## config.mk

```make
export PLATFORM = sky130hd
export DESIGN_NAME = button_click_classifier_unit_flat
export DESIGN_NICKNAME = d
export VERILOG_FILES = /design/src/sv/bcc_pkg.sv /design/src/sv/bcc_if.sv /design/src/sv/bcc_div.sv /design/src/sv/bcc_event.sv /design/src/sv/button_click_classifier_unit.sv /design/src/flat_wrapper.sv
export SDC_FILE = /design/constraint.sdc
export NUM_CORES = 2
export LEC_CHECK = 0
export BUFFER_PORTS_ARGS = -buffer_cell sky130_fd_sc_hd__buf_2
export CAP_MARGIN = 10
export CORE_ASPECT_RATIO = 1.75
export CORE_MARGIN = 2
export CORE_UTILIZATION = 54
export DETAILED_ROUTE_END_ITERATION = 16
export HOLD_SLACK_MARGIN = 0.03
export PLACE_DENSITY = 0.69
export SLEW_MARGIN = 20
export SYNTH_ARGS = -nofsm -noshare
export SYNTH_HDL_FRONTEND = slang
export SYNTH_SLANG_ARGS = --single-unit
```

## constraint.sdc

```tcl
create_clock -name clk -period 11.5 [get_ports clk]
set_clock_uncertainty 0.2 [all_clocks]
set_input_delay 0 -clock clk [delete_from_list [all_inputs] [get_ports clk]]
set_output_delay 0 -clock clk [all_outputs]
set_load 0.05 [all_outputs]
```

## src/sv/bcc_pkg.sv

```systemverilog
// bcc_pkg: shared types and constants of the button click classifier
// depends on nothing; used by the interfaces and every module of the block
package bcc_pkg;

  localparam int TIME_W = 32;
  localparam int CFG_W  = 16;
  localparam int IDX_W  = 3;

  localparam logic [TIME_W-1:0] EVENT_LIFETIME = TIME_W'(500);

  // event and take request codes
  localparam logic [2:0] EV_NONE     = 3'd0;
  localparam logic [2:0] EV_PRESSED  = 3'd1;
  localparam logic [2:0] EV_RELEASED = 3'd2;
  localparam logic [2:0] EV_MULTI    = 3'd3;
  localparam logic [2:0] EV_LONG     = 3'd4;
  localparam logic [2:0] REQ_ANY     = 3'd5;

  // configuration register indexes
  localparam logic [IDX_W-1:0] REG_ENABLE      = 3'd0;
  localparam logic [IDX_W-1:0] REG_DEBOUNCE    = 3'd1;
  localparam logic [IDX_W-1:0] REG_GAP         = 3'd2;
  localparam logic [IDX_W-1:0] REG_LONG_HOLD   = 3'd3;
  localparam logic [IDX_W-1:0] REG_SLOW        = 3'd4;
  localparam logic [IDX_W-1:0] REG_FAST        = 3'd5;
  localparam logic [IDX_W-1:0] REG_RAMP_START  = 3'd6;
  localparam logic [IDX_W-1:0] REG_RAMP_END    = 3'd7;

  typedef struct packed {
    logic        enable;
    logic [7:0]  debounce_time;
    logic [15:0] multiclick_gap;
    logic [15:0] long_hold_time;
    logic [15:0] repeat_slow_interval;
    logic [15:0] repeat_fast_interval;
    logic [15:0] repeat_ramp_start;
    logic [15:0] repeat_ramp_end;
  } cfg_t;

  // event report of one word, already zeroed when disabled
  typedef struct packed {
    logic [2:0] code;
    logic       taken;
    logic [7:0] clicks;
  } ev_res_t;

endpackage

```

## src/sv/bcc_if.sv

```systemverilog
// bcc_if: handshake channels of the button click classifier
// depends on bcc_pkg for field widths
interface bcc_in_if;
  logic                      valid;
  logic                      ready;
  logic                      raw_level;
  logic [bcc_pkg::TIME_W-1:0] now;
  logic [2:0]                action;
  modport source (output valid, output raw_level, output now, output action, input ready);
  modport sink   (input valid, input raw_level, input now, input action, output ready);
endinterface

interface bcc_out_if;
  logic                      valid;
  logic                      ready;
  logic [2:0]                event_code;
  logic                      event_taken;
  logic [7:0]                burst_clicks;
  logic                      stable_pressed;
  logic [bcc_pkg::TIME_W-1:0] hold_duration;
  logic                      repeat_pulse;
  modport source (output valid, output event_code, output event_taken, output burst_clicks,
                  output stable_pressed, output hold_duration, output repeat_pulse,
                  input ready);
  modport sink   (input valid, input event_code, input event_taken, input burst_clicks,
                  input stable_pressed, input hold_duration, input repeat_pulse,
                  output ready);
endinterface

interface bcc_cfg_if;
  logic                      valid;
  logic                      ready;
  logic [bcc_pkg::IDX_W-1:0] index;
  logic [bcc_pkg::CFG_W-1:0] data;
  modport source (output valid, output index, output data, input ready);
  modport sink   (input valid, input index, input data, output ready);
endinterface

```

## src/sv/bcc_div.sv

```systemverilog
// bcc_div: serial restoring divider, one quotient bit per cycle
// depends on bcc_pkg for the time width
module bcc_div (
  input  logic                       clk,
  input  logic                       rst,
  input  logic                       start,
  input  logic [bcc_pkg::TIME_W-1:0] dividend,
  input  logic [15:0]                divisor,
  output logic                       done,
  output logic [bcc_pkg::TIME_W-1:0] quotient
);

  localparam int CNT_W = $clog2(bcc_pkg::TIME_W);

  logic             busy;
  logic [CNT_W-1:0] cnt;
  logic [15:0]      rem;
  logic [15:0]      dvs;
  logic [16:0]      shifted;
  logic [16:0]      trial;

  assign shifted = {rem, quotient[bcc_pkg::TIME_W-1]};
  assign trial   = shifted - {1'b0, dvs};

  always_ff @(posedge clk) begin
    if (rst) begin
      busy <= 1'b0;
      done <= 1'b0;
      cnt  <= '0;
    end else begin
      done <= 1'b0;
      if (start) begin
        busy     <= 1'b1;
        cnt      <= '0;
        rem      <= '0;
        dvs      <= divisor;
        quotient <= dividend;
      end else if (busy) begin
        // trial subtract, keep it when no borrow
        if (!trial[16]) begin
          rem      <= trial[15:0];
          quotient <= {quotient[bcc_pkg::TIME_W-2:0], 1'b1};
        end else begin
          rem      <= shifted[15:0];
          quotient <= {quotient[bcc_pkg::TIME_W-2:0], 1'b0};
        end
        cnt <= cnt + 1'b1;
        if (cnt == CNT_W'(bcc_pkg::TIME_W - 1)) begin
          busy <= 1'b0;
          done <= 1'b1;
        end
      end
    end
  end

endmodule

```

## src/sv/bcc_event.sv

```systemverilog
// bcc_event: debounce, click and long hold event latch, take request
// depends on bcc_pkg for codes, config struct and event report struct
module bcc_event (
  input  logic                       clk,
  input  logic                       rst,
  input  logic                       step,
  input  logic                       level,
  input  logic [bcc_pkg::TIME_W-1:0] now,
  input  logic [2:0]                 action,
  input  bcc_pkg::cfg_t              cfg,
  output bcc_pkg::ev_res_t           res,
  output logic                       stable_level,
  output logic [bcc_pkg::TIME_W-1:0] press_time
);

  localparam int TW = bcc_pkg::TIME_W;

  logic          raw_previous;
  logic [TW-1:0] raw_change_time;
  logic [TW-1:0] stable_change_time;
  logic [TW-1:0] event_time;
  logic [2:0]    pending_event;
  logic [7:0]    press_counter;
  logic [7:0]    reported_clicks;
  logic          long_lock;

  logic [TW-1:0] raw_change_time_next;
  logic          stable_level_next;
  logic [TW-1:0] stable_change_time_next;
  logic [TW-1:0] press_time_next;
  logic [TW-1:0] event_time_next;
  logic [2:0]    pending_event_next;
  logic [7:0]    press_counter_next;
  logic [7:0]    reported_clicks_next;
  logic          long_lock_next;
  bcc_pkg::ev_res_t res_next;

  logic deb_ok, gap_ok, long_ok, stamp, expire;
  logic [TW-1:0] since_stable;
  logic [TW-1:0] since_event;

  assign since_stable = now - stable_change_time;
  assign since_event  = now - event_time;

  always_comb begin
    raw_change_time_next    = (level != raw_previous) ? now : raw_change_time;
    stable_level_next       = stable_level;
    stable_change_time_next = stable_change_time;
    press_time_next         = press_time;
    event_time_next         = event_time;
    pending_event_next      = pending_event;
    press_counter_next      = press_counter;
    reported_clicks_next    = reported_clicks;
    long_lock_next          = long_lock;
    res_next                = '0;
    stamp                   = 1'b0;

    deb_ok  = ((now - raw_change_time_next) > TW'(cfg.debounce_time))
              && (stable_level != level);
    gap_ok  = (since_stable > TW'(cfg.multiclick_gap)) && !stable_level;
    long_ok = (since_stable > TW'(cfg.long_hold_time)) && stable_level
              && (since_event > bcc_pkg::EVENT_LIFETIME) && !long_lock;

    if (deb_ok) begin
      stable_level_next       = level;
      stable_change_time_next = now;
      stamp                   = 1'b1;
      if (level) begin
        press_counter_next = press_counter + 8'd1;
        pending_event_next = bcc_pkg::EV_PRESSED;
        press_time_next    = now;
      end else begin
        pending_event_next = bcc_pkg::EV_RELEASED;
        long_lock_next     = 1'b0;
      end
    end else if (gap_ok) begin
      // burst closed, only two or more presses count as multi-click
      if (press_counter > 8'd1) begin
        reported_clicks_next = press_counter;
        pending_event_next   = bcc_pkg::EV_MULTI;
        stamp                = 1'b1;
      end
      press_counter_next = '0;
    end else if (long_ok) begin
      pending_event_next = bcc_pkg::EV_LONG;
      stamp              = 1'b1;
      press_counter_next = '0;
      long_lock_next     = 1'b1;
    end

    if (stamp) begin
      event_time_next = now;
    end

    // a fresh stamp is never stale
    expire = !stamp && (since_event > bcc_pkg::EVENT_LIFETIME);
    if (expire) begin
      pending_event_next   = bcc_pkg::EV_NONE;
      reported_clicks_next = '0;
    end

    if (cfg.enable) begin
      res_next.code   = pending_event_next;
      res_next.clicks = (pending_event_next == bcc_pkg::EV_MULTI) ? reported_clicks_next : '0;
      if ((pending_event_next != bcc_pkg::EV_NONE) && (action != bcc_pkg::EV_NONE)
          && ((action == pending_event_next) || (action == bcc_pkg::REQ_ANY))) begin
        res_next.taken = 1'b1;
        if (pending_event_next == bcc_pkg::EV_MULTI) begin
          reported_clicks_next = '0;
        end
        pending_event_next = bcc_pkg::EV_NONE;
      end
    end
  end

  always_ff @(posedge clk) begin
    if (rst) begin
      raw_previous       <= 1'b0;
      raw_change_time    <= '0;
      stable_level       <= 1'b0;
      stable_change_time <= '0;
      press_time         <= '0;
      event_time         <= '0;
      pending_event      <= bcc_pkg::EV_NONE;
      press_counter      <= '0;
      reported_clicks    <= '0;
      long_lock          <= 1'b0;
      res                <= '0;
    end else if (step) begin
      raw_previous       <= level;
      raw_change_time    <= raw_change_time_next;
      stable_level       <= stable_level_next;
      stable_change_time <= stable_change_time_next;
      press_time         <= press_time_next;
      event_time         <= event_time_next;
      pending_event      <= pending_event_next;
      press_counter      <= press_counter_next;
      reported_clicks    <= reported_clicks_next;
      long_lock          <= long_lock_next;
      res                <= res_next;
    end
  end

endmodule

```

## src/sv/button_click_classifier_unit.sv

```systemverilog
// button_click_classifier_unit: top level of the button click classifier
// depends on bcc_pkg, bcc_if, bcc_event and bcc_div
//
// usage
//   item   : one word per tick with raw_level, now and action (take request)
//   result : one word per item with event_code, event_taken, burst_clicks,
//            stable_pressed, hold_duration and repeat_pulse
//   cfg    : register writes (index, data), always ready; write only when idle (unchecked)
// sequence
//   an item is taken only in the idle state; inside the repeat ramp the word goes through
//   event latch, hold time, ramp setup, one 16x16 multiply, the serial divider (one
//   quotient bit per cycle) and the repeat compare; outside the ramp the multiply and
//   divider are skipped, and when released or disabled the compare is skipped as well;
//   the next item is taken only after the result word is loaded
// reset: synchronous, clears latch and sequencer state and loads the default registers
//   (enable 1, debounce 20, gap 400, long hold 1000, slow 400, fast 50, ramp 1000..3000)
// stall
//   the result word sits in an output register; the next item is taken
//   while it waits, and only the final load waits for the receiver
module button_click_classifier_unit (
  input  logic      clk,
  input  logic      rst,
  bcc_in_if.sink    item,
  bcc_out_if.source result,
  bcc_cfg_if.sink   cfg
);

  localparam int TW = bcc_pkg::TIME_W;

  typedef enum logic [2:0] {
    S_IDLE, S_LATCH, S_HOLD, S_SETUP, S_MULT, S_DIVIDE, S_COMPARE, S_FINISH
  } state_t;

  state_t state;

  // configuration registers
  bcc_pkg::cfg_t regs;

  // captured input word
  logic          level_r;
  logic [TW-1:0] now_r;
  logic [2:0]    action_r;

  // repeat datapath
  logic [TW-1:0] held;
  logic [15:0]   offset;
  logic [15:0]   ivl;
  logic [TW-1:0] repeat_time;
  logic          pulse;

  // output register
  logic          out_valid;
  logic [2:0]    out_code;
  logic          out_taken;
  logic [7:0]    out_clicks;
  logic          out_pressed;
  logic [TW-1:0] out_hold;
  logic          out_pulse;

  // event latch results
  bcc_pkg::ev_res_t ev_res;
  logic             stable_level;
  logic [TW-1:0]    press_time;

  // slope of the ramp as sign and magnitude
  logic          delta_neg;
  logic [15:0]   delta_mag;
  logic [TW-1:0] product;
  logic          div_done;
  logic [TW-1:0] quotient;

  assign delta_neg = regs.repeat_fast_interval < regs.repeat_slow_interval;
  assign delta_mag = delta_neg ? (regs.repeat_slow_interval - regs.repeat_fast_interval)
                               : (regs.repeat_fast_interval - regs.repeat_slow_interval);
  assign product   = TW'(offset) * TW'(delta_mag);

  assign item.ready = (state == S_IDLE);
  assign cfg.ready  = 1'b1;

  assign result.valid          = out_valid;
  assign result.event_code     = out_code;
  assign result.event_taken    = out_taken;
  assign result.burst_clicks   = out_clicks;
  assign result.stable_pressed = out_pressed;
  assign result.hold_duration  = out_hold;
  assign result.repeat_pulse   = out_pulse;

  bcc_event u_event (
    .clk          (clk),
    .rst          (rst),
    .step         (state == S_LATCH),
    .level        (level_r),
    .now          (now_r),
    .action       (action_r),
    .cfg          (regs),
    .res          (ev_res),
    .stable_level (stable_level),
    .press_time   (press_time)
  );

  // divider: |held - start| * |delta| / span, truncated toward zero
  bcc_div u_div (
    .clk      (clk),
    .rst      (rst),
    .start    (state == S_MULT),
    .dividend (product),
    .divisor  (regs.repeat_ramp_end - regs.repeat_ramp_start),
    .done     (div_done),
    .quotient (quotient)
  );

  // register writes
  always_ff @(posedge clk) begin
    if (rst) begin
      regs.enable               <= 1'b1;
      regs.debounce_time        <= 8'd20;
      regs.multiclick_gap       <= 16'd400;
      regs.long_hold_time       <= 16'd1000;
      regs.repeat_slow_interval <= 16'd400;
      regs.repeat_fast_interval <= 16'd50;
      regs.repeat_ramp_start    <= 16'd1000;
      regs.repeat_ramp_end      <= 16'd3000;
    end else if (cfg.valid) begin
      unique case (cfg.index)
        bcc_pkg::REG_ENABLE:     regs.enable               <= cfg.data[0];
        bcc_pkg::REG_DEBOUNCE:   regs.debounce_time        <= cfg.data[7:0];
        bcc_pkg::REG_GAP:        regs.multiclick_gap       <= cfg.data;
        bcc_pkg::REG_LONG_HOLD:  regs.long_hold_time       <= cfg.data;
        bcc_pkg::REG_SLOW:       regs.repeat_slow_interval <= cfg.data;
        bcc_pkg::REG_FAST:       regs.repeat_fast_interval <= cfg.data;
        bcc_pkg::REG_RAMP_START: regs.repeat_ramp_start    <= cfg.data;
        bcc_pkg::REG_RAMP_END:   regs.repeat_ramp_end      <= cfg.data;
        default: ;
      endcase
    end
  end

  // sequencer
  always_ff @(posedge clk) begin
    if (rst) begin
      state       <= S_IDLE;
      out_valid   <= 1'b0;
      repeat_time <= '0;
      pulse       <= 1'b0;
    end else begin
      // a load in the finish state refills the register in the same edge
      if (out_valid && result.ready && (state != S_FINISH)) begin
        out_valid <= 1'b0;
      end
      unique case (state)
        S_IDLE: begin
          if (item.valid) begin
            level_r  <= item.raw_level;
            now_r    <= item.now;
            action_r <= item.action;
            state    <= S_LATCH;
          end
        end
        // event latch updates on this edge
        S_LATCH: begin
          state <= S_HOLD;
        end
        S_HOLD: begin
          held  <= now_r - press_time;
          state <= S_SETUP;
        end
        // pick the interval: flat regions need no division
        S_SETUP: begin
          pulse <= 1'b0;
          if (!regs.enable) begin
            state <= S_FINISH;
          end else if (!stable_level) begin
            repeat_time <= '0;
            state       <= S_FINISH;
          end else if (held < TW'(regs.repeat_ramp_start)) begin
            ivl   <= regs.repeat_slow_interval;
            state <= S_COMPARE;
          end else if (held > TW'(regs.repeat_ramp_end)) begin
            ivl   <= regs.repeat_fast_interval;
            state <= S_COMPARE;
          end else if (regs.repeat_ramp_end == regs.repeat_ramp_start) begin
            ivl   <= regs.repeat_slow_interval;
            state <= S_COMPARE;
          end else begin
            // inside the ramp, so held fits 16 bits
            offset <= held[15:0] - regs.repeat_ramp_start;
            state  <= S_MULT;
          end
        end
        S_MULT: begin
          state <= S_DIVIDE;
        end
        S_DIVIDE: begin
          if (div_done) begin
            ivl   <= delta_neg ? (regs.repeat_slow_interval - quotient[15:0])
                               : (regs.repeat_slow_interval + quotient[15:0]);
            state <= S_COMPARE;
          end
        end
        S_COMPARE: begin
          if ((now_r - repeat_time) > TW'(ivl)) begin
            repeat_time <= now_r;
            pulse       <= 1'b1;
          end
          state <= S_FINISH;
        end
        // wait for a free output register
        S_FINISH: begin
          if (!out_valid || result.ready) begin
            out_valid   <= 1'b1;
            out_code    <= ev_res.code;
            out_taken   <= ev_res.taken;
            out_clicks  <= ev_res.clicks;
            out_pressed <= regs.enable & stable_level;
            out_hold    <= regs.enable ? held : '0;
            out_pulse   <= pulse;
            state       <= S_IDLE;
          end
        end
        default: state <= S_IDLE;
      endcase
    end
  end

endmodule
```

## src/flat_wrapper.sv

```systemverilog
// flat-port wrapper written by rule: the top's interface ports become plain ports
module button_click_classifier_unit_flat 
  (clk, rst, item_valid, item_raw_level, item_now, item_action, item_ready, result_valid, result_event_code, result_event_taken, result_burst_clicks, result_stable_pressed, result_hold_duration, result_repeat_pulse, result_ready, cfg_valid, cfg_index, cfg_data, cfg_ready);
  bcc_in_if item_i ();
  bcc_out_if result_i ();
  bcc_cfg_if cfg_i ();
  input  logic clk;
  input  logic rst;
  input wire logic [$bits(item_i.valid)-1:0] item_valid;
  input wire logic [$bits(item_i.raw_level)-1:0] item_raw_level;
  input wire logic [$bits(item_i.now)-1:0] item_now;
  input wire logic [$bits(item_i.action)-1:0] item_action;
  output wire logic [$bits(item_i.ready)-1:0] item_ready;
  output wire logic [$bits(result_i.valid)-1:0] result_valid;
  output wire logic [$bits(result_i.event_code)-1:0] result_event_code;
  output wire logic [$bits(result_i.event_taken)-1:0] result_event_taken;
  output wire logic [$bits(result_i.burst_clicks)-1:0] result_burst_clicks;
  output wire logic [$bits(result_i.stable_pressed)-1:0] result_stable_pressed;
  output wire logic [$bits(result_i.hold_duration)-1:0] result_hold_duration;
  output wire logic [$bits(result_i.repeat_pulse)-1:0] result_repeat_pulse;
  input wire logic [$bits(result_i.ready)-1:0] result_ready;
  input wire logic [$bits(cfg_i.valid)-1:0] cfg_valid;
  input wire logic [$bits(cfg_i.index)-1:0] cfg_index;
  input wire logic [$bits(cfg_i.data)-1:0] cfg_data;
  output wire logic [$bits(cfg_i.ready)-1:0] cfg_ready;
  assign item_i.valid = item_valid;
  assign item_i.raw_level = item_raw_level;
  assign item_i.now = item_now;
  assign item_i.action = item_action;
  assign item_ready = item_i.ready;
  assign result_valid = result_i.valid;
  assign result_event_code = result_i.event_code;
  assign result_event_taken = result_i.event_taken;
  assign result_burst_clicks = result_i.burst_clicks;
  assign result_stable_pressed = result_i.stable_pressed;
  assign result_hold_duration = result_i.hold_duration;
  assign result_repeat_pulse = result_i.repeat_pulse;
  assign result_i.ready = result_ready;
  assign cfg_i.valid = cfg_valid;
  assign cfg_i.index = cfg_index;
  assign cfg_i.data = cfg_data;
  assign cfg_ready = cfg_i.ready;
  button_click_classifier_unit u_core (.clk(clk), .rst(rst), .item(item_i), .result(result_i), .cfg(cfg_i));
endmodule
```

==> impl_metrics.ini <==
[clock_tree]
numCtsBuffers = 51
post_cts_resized = 0
cts_max_path_buffers = 3
numClockSinks = 521
cts_tree = built
htreeDepth = 2
cts-root-buf = clkbuf_16
path_clk_slew_ns = 0.07
insertion_delay_ns = 0.64

[timing]
relSlewSlack_pct = 28.3
finalCritPeriodShare_pct = 93.5
worstMarginPinSlew_ns = 1.06
drv_slew = 0
setup_viol = 0
tns_ns = 0
rsz0062_at_grt = no
fmax_mhz = 93.0
finalHoldViolations = 0
finalCriticalPeriod_ns = 10.75

[critical_path]
cpLargestDelayFamily = adder cells
crit_buf_inv = 6
crit_top_cell = fa_1
crit_type = flop to flop
cp.arrival_ns = 10.95
start_kind = flop
cp_data_required_time_ns = 11.69
ff2ff_setup_slack_ns = 0.75
cp_slowest_cell = a211oi_1
worstPathMaxFanout = 21
slowest_delay_ns = 0.65
end_kind = flop

[finish]
instances_no_fill = 6355
final_common_cell = nand2_1
nNetsFinal = 5958
drive_above_1_share_pct = 6.96
area_growth_pct = 10.5
layout_common_cells = nand2_1, inv_1, ha_1, nor2_1, a21oi_1

[drt]
dr.pass1.iters = 6
via_per_inst = 5.85
vias = 37154
route.detailed.drc = 0
post_drt_wl_per_cell_um = 20.6
final_antenna_net_count = 0
wirelength_um = 131000
drt_iter0_drc = 1968

[floorplanning]
num_rows = 138
ios = 109
core_area_um2 = 80600
initial_core_util_pct = 54.3
die_area_um2 = 83500
fp.dieH_um = 381
die_w_um = 219

[logic_synthesis]
yosys_register_bits = 521
syn_inst = 5106
yosysTopAreaCell = edfxtp_1
synth_cell_types = 113
synthTopCellsByArea = edfxtp_1, dfxtp_1, ha_1
synth_flop_cell = dfxtp_1
synth_edf_count = 210
yosys_warnings = 0
post-synth-top-area-fraction_pct = 14.4
syn_area_per_cell_um2 = 8.58
synth.cell_area_um2 = 43800
synthArstFlopShare_pct = 0
syn-num-nets = 5803
seq_area_frac_synth_pct = 28.6

[power_and_ir_drop]
power_density_nw_per_um2 = 231
p_leak_nw = 20.4
peakVddDrop_v = 0.000405

[placement]
dp_cells = 6154
port-buffer-count = 107
hpwl_um = 100000
place.gp.congestion = 0.971

[global_routing]
overflow = 0
grtUsageTotal_pct = 31.1
grt_pass1_vias = 37683
antenna_found_initial = 1
grt_start_max_net_pins = 99
grt_pass1_wl_um = 202000

[hold_path]
hold_class = input port to flop

[run]
max_cap_viol_count = 0

[run_status]
status = finished clean
[power by group]
group	internal (mW)	switching, mW
Combinational	3.01	4.32
Sequential	1.99	0.0421
Clock	1.01	0.805
[what timing repair did]
item / in CTS / in global routing
setup endpoints to repair: 0 / 0
endpoints found under the hold margin: 233 / 0
setup buffers: 0 / 0
hold buffers: 104 / 0
[logic make-up (layout without fill, tap and decap cells)]
family	count (synthesis)	after routing	share of synthesized area, %
compound gates	1150	1150	17.5
xor+xnor	189	189	3.78
fa+ha+maj	637	637	21.7
buf+inv	779	977	6.87
flops	521	521	28.6
mux	149	149	3.41
other cells	1	2	0.00856
simple gates	1680	1680	18.1
[worst min-delay path, stage by stage]
cell and delay [ns]:
dlygate4sd3_1 0.53, buf_2 0.20, nand2_1 0.08, a21oi_1 0.05
[area by class of cell]
type | count | area, um^2
antenna | 1 | 2.50
clock buffer | 66 | 1440
clock inverter | 30 | 333
fill | 7228 | 32200
inverter | 584 | 2190
multi-input combinational | 3806 | 28400
sequential | 521 | 12500
tap | 1050 | 1310
timing repair buffer | 297 | 2230
[flip-flops by register name, summed over array words and instances (netlist names), 32 cells and up]
signal,flops
u_core.now_r,32
u_core.held,32
u_core.repeat_time,32
u_core.u_event.press_time,32
u_core.u_event.event_time,32
u_core.u_div.quotient,32
u_core.u_event.stable_change_time,32
u_core.result.hold_duration,32
u_core.u_event.raw_change_time,32
u_core.regs,105
[cells in the mapped netlist (56+ instances only)]
| cell | number |
|---|---|
| and2_1 | 114 |
| clkbuf_1 | 151 |
| edfxtp_1 | 210 |
| nor3_1 | 73 |
| o21ai_0 | 182 |
| ha_1 | 432 |
| nand2_1 | 629 |
| nand3_1 | 73 |
| a21oi_1 | 362 |
| o211ai_1 | 67 |
| nand2b_1 | 63 |
| nand4_1 | 56 |
| xnor2_1 | 122 |
| xor2_1 | 67 |
| nor2_1 | 402 |
| fa_1 | 205 |
| dfxtp_1 | 311 |
| mux2i_1 | 145 |
| a21o_1 | 87 |
| inv_1 | 583 |
| a211oi_1 | 63 |
| nor2b_1 | 105 |
[per-layer routing]
| metal | vias up | part of all wire, % | track usage (%) |
|---|---|---|---|
| met5 | - | 0 | 0 |
| met4 | 0 | 9.0 | 23.7 |
| met3 | 445 | 3.5 | 3.25 |
| met2 | 968 | 53 | 58.5 |
| met1 | 17804 | 35 | 30.7 |
| li1 | 17937 | - | - |
[through the flow]
stage | hold slack [ns] | utilization, % | instance area [um^2] | power [mW] | setup WS (ns)
2_1_floorplan | -0.101 | - | 43800 | 7.51 | 1.96
3_3_place_gp | -0.0227 | 56.5 | 45600 | 9.25 | 0.574
3_5_place_dp | -0.0219 | 56.6 | 45600 | 9.28 | 0.444
5_1_grt | 0.0854 | 60.1 | 48400 | 12.2 | 0.0792
4_1_cts | 0.0507 | 60.0 | 48400 | 11.2 | 0.413
6_report | 0.0818 | 60.1 | 48400 | 11.2 | 0.748
[worst paths after layout]
check                                              endpoint                    from  depth (start not counted)
worst max-delay path              u_core.u_div.quotient[30]         u_core.regs[32]                         40
worst min-delay path                        u_core.regs[43]            cfg_data[11]                          4
worst max register to register    u_core.u_div.quotient[30]         u_core.regs[32]                         40
worst min register to register  u_core.result.event_code[1]  u_core.u_event.res[10]                          0
No activity file was read; power rests on OpenSTA's default activity.
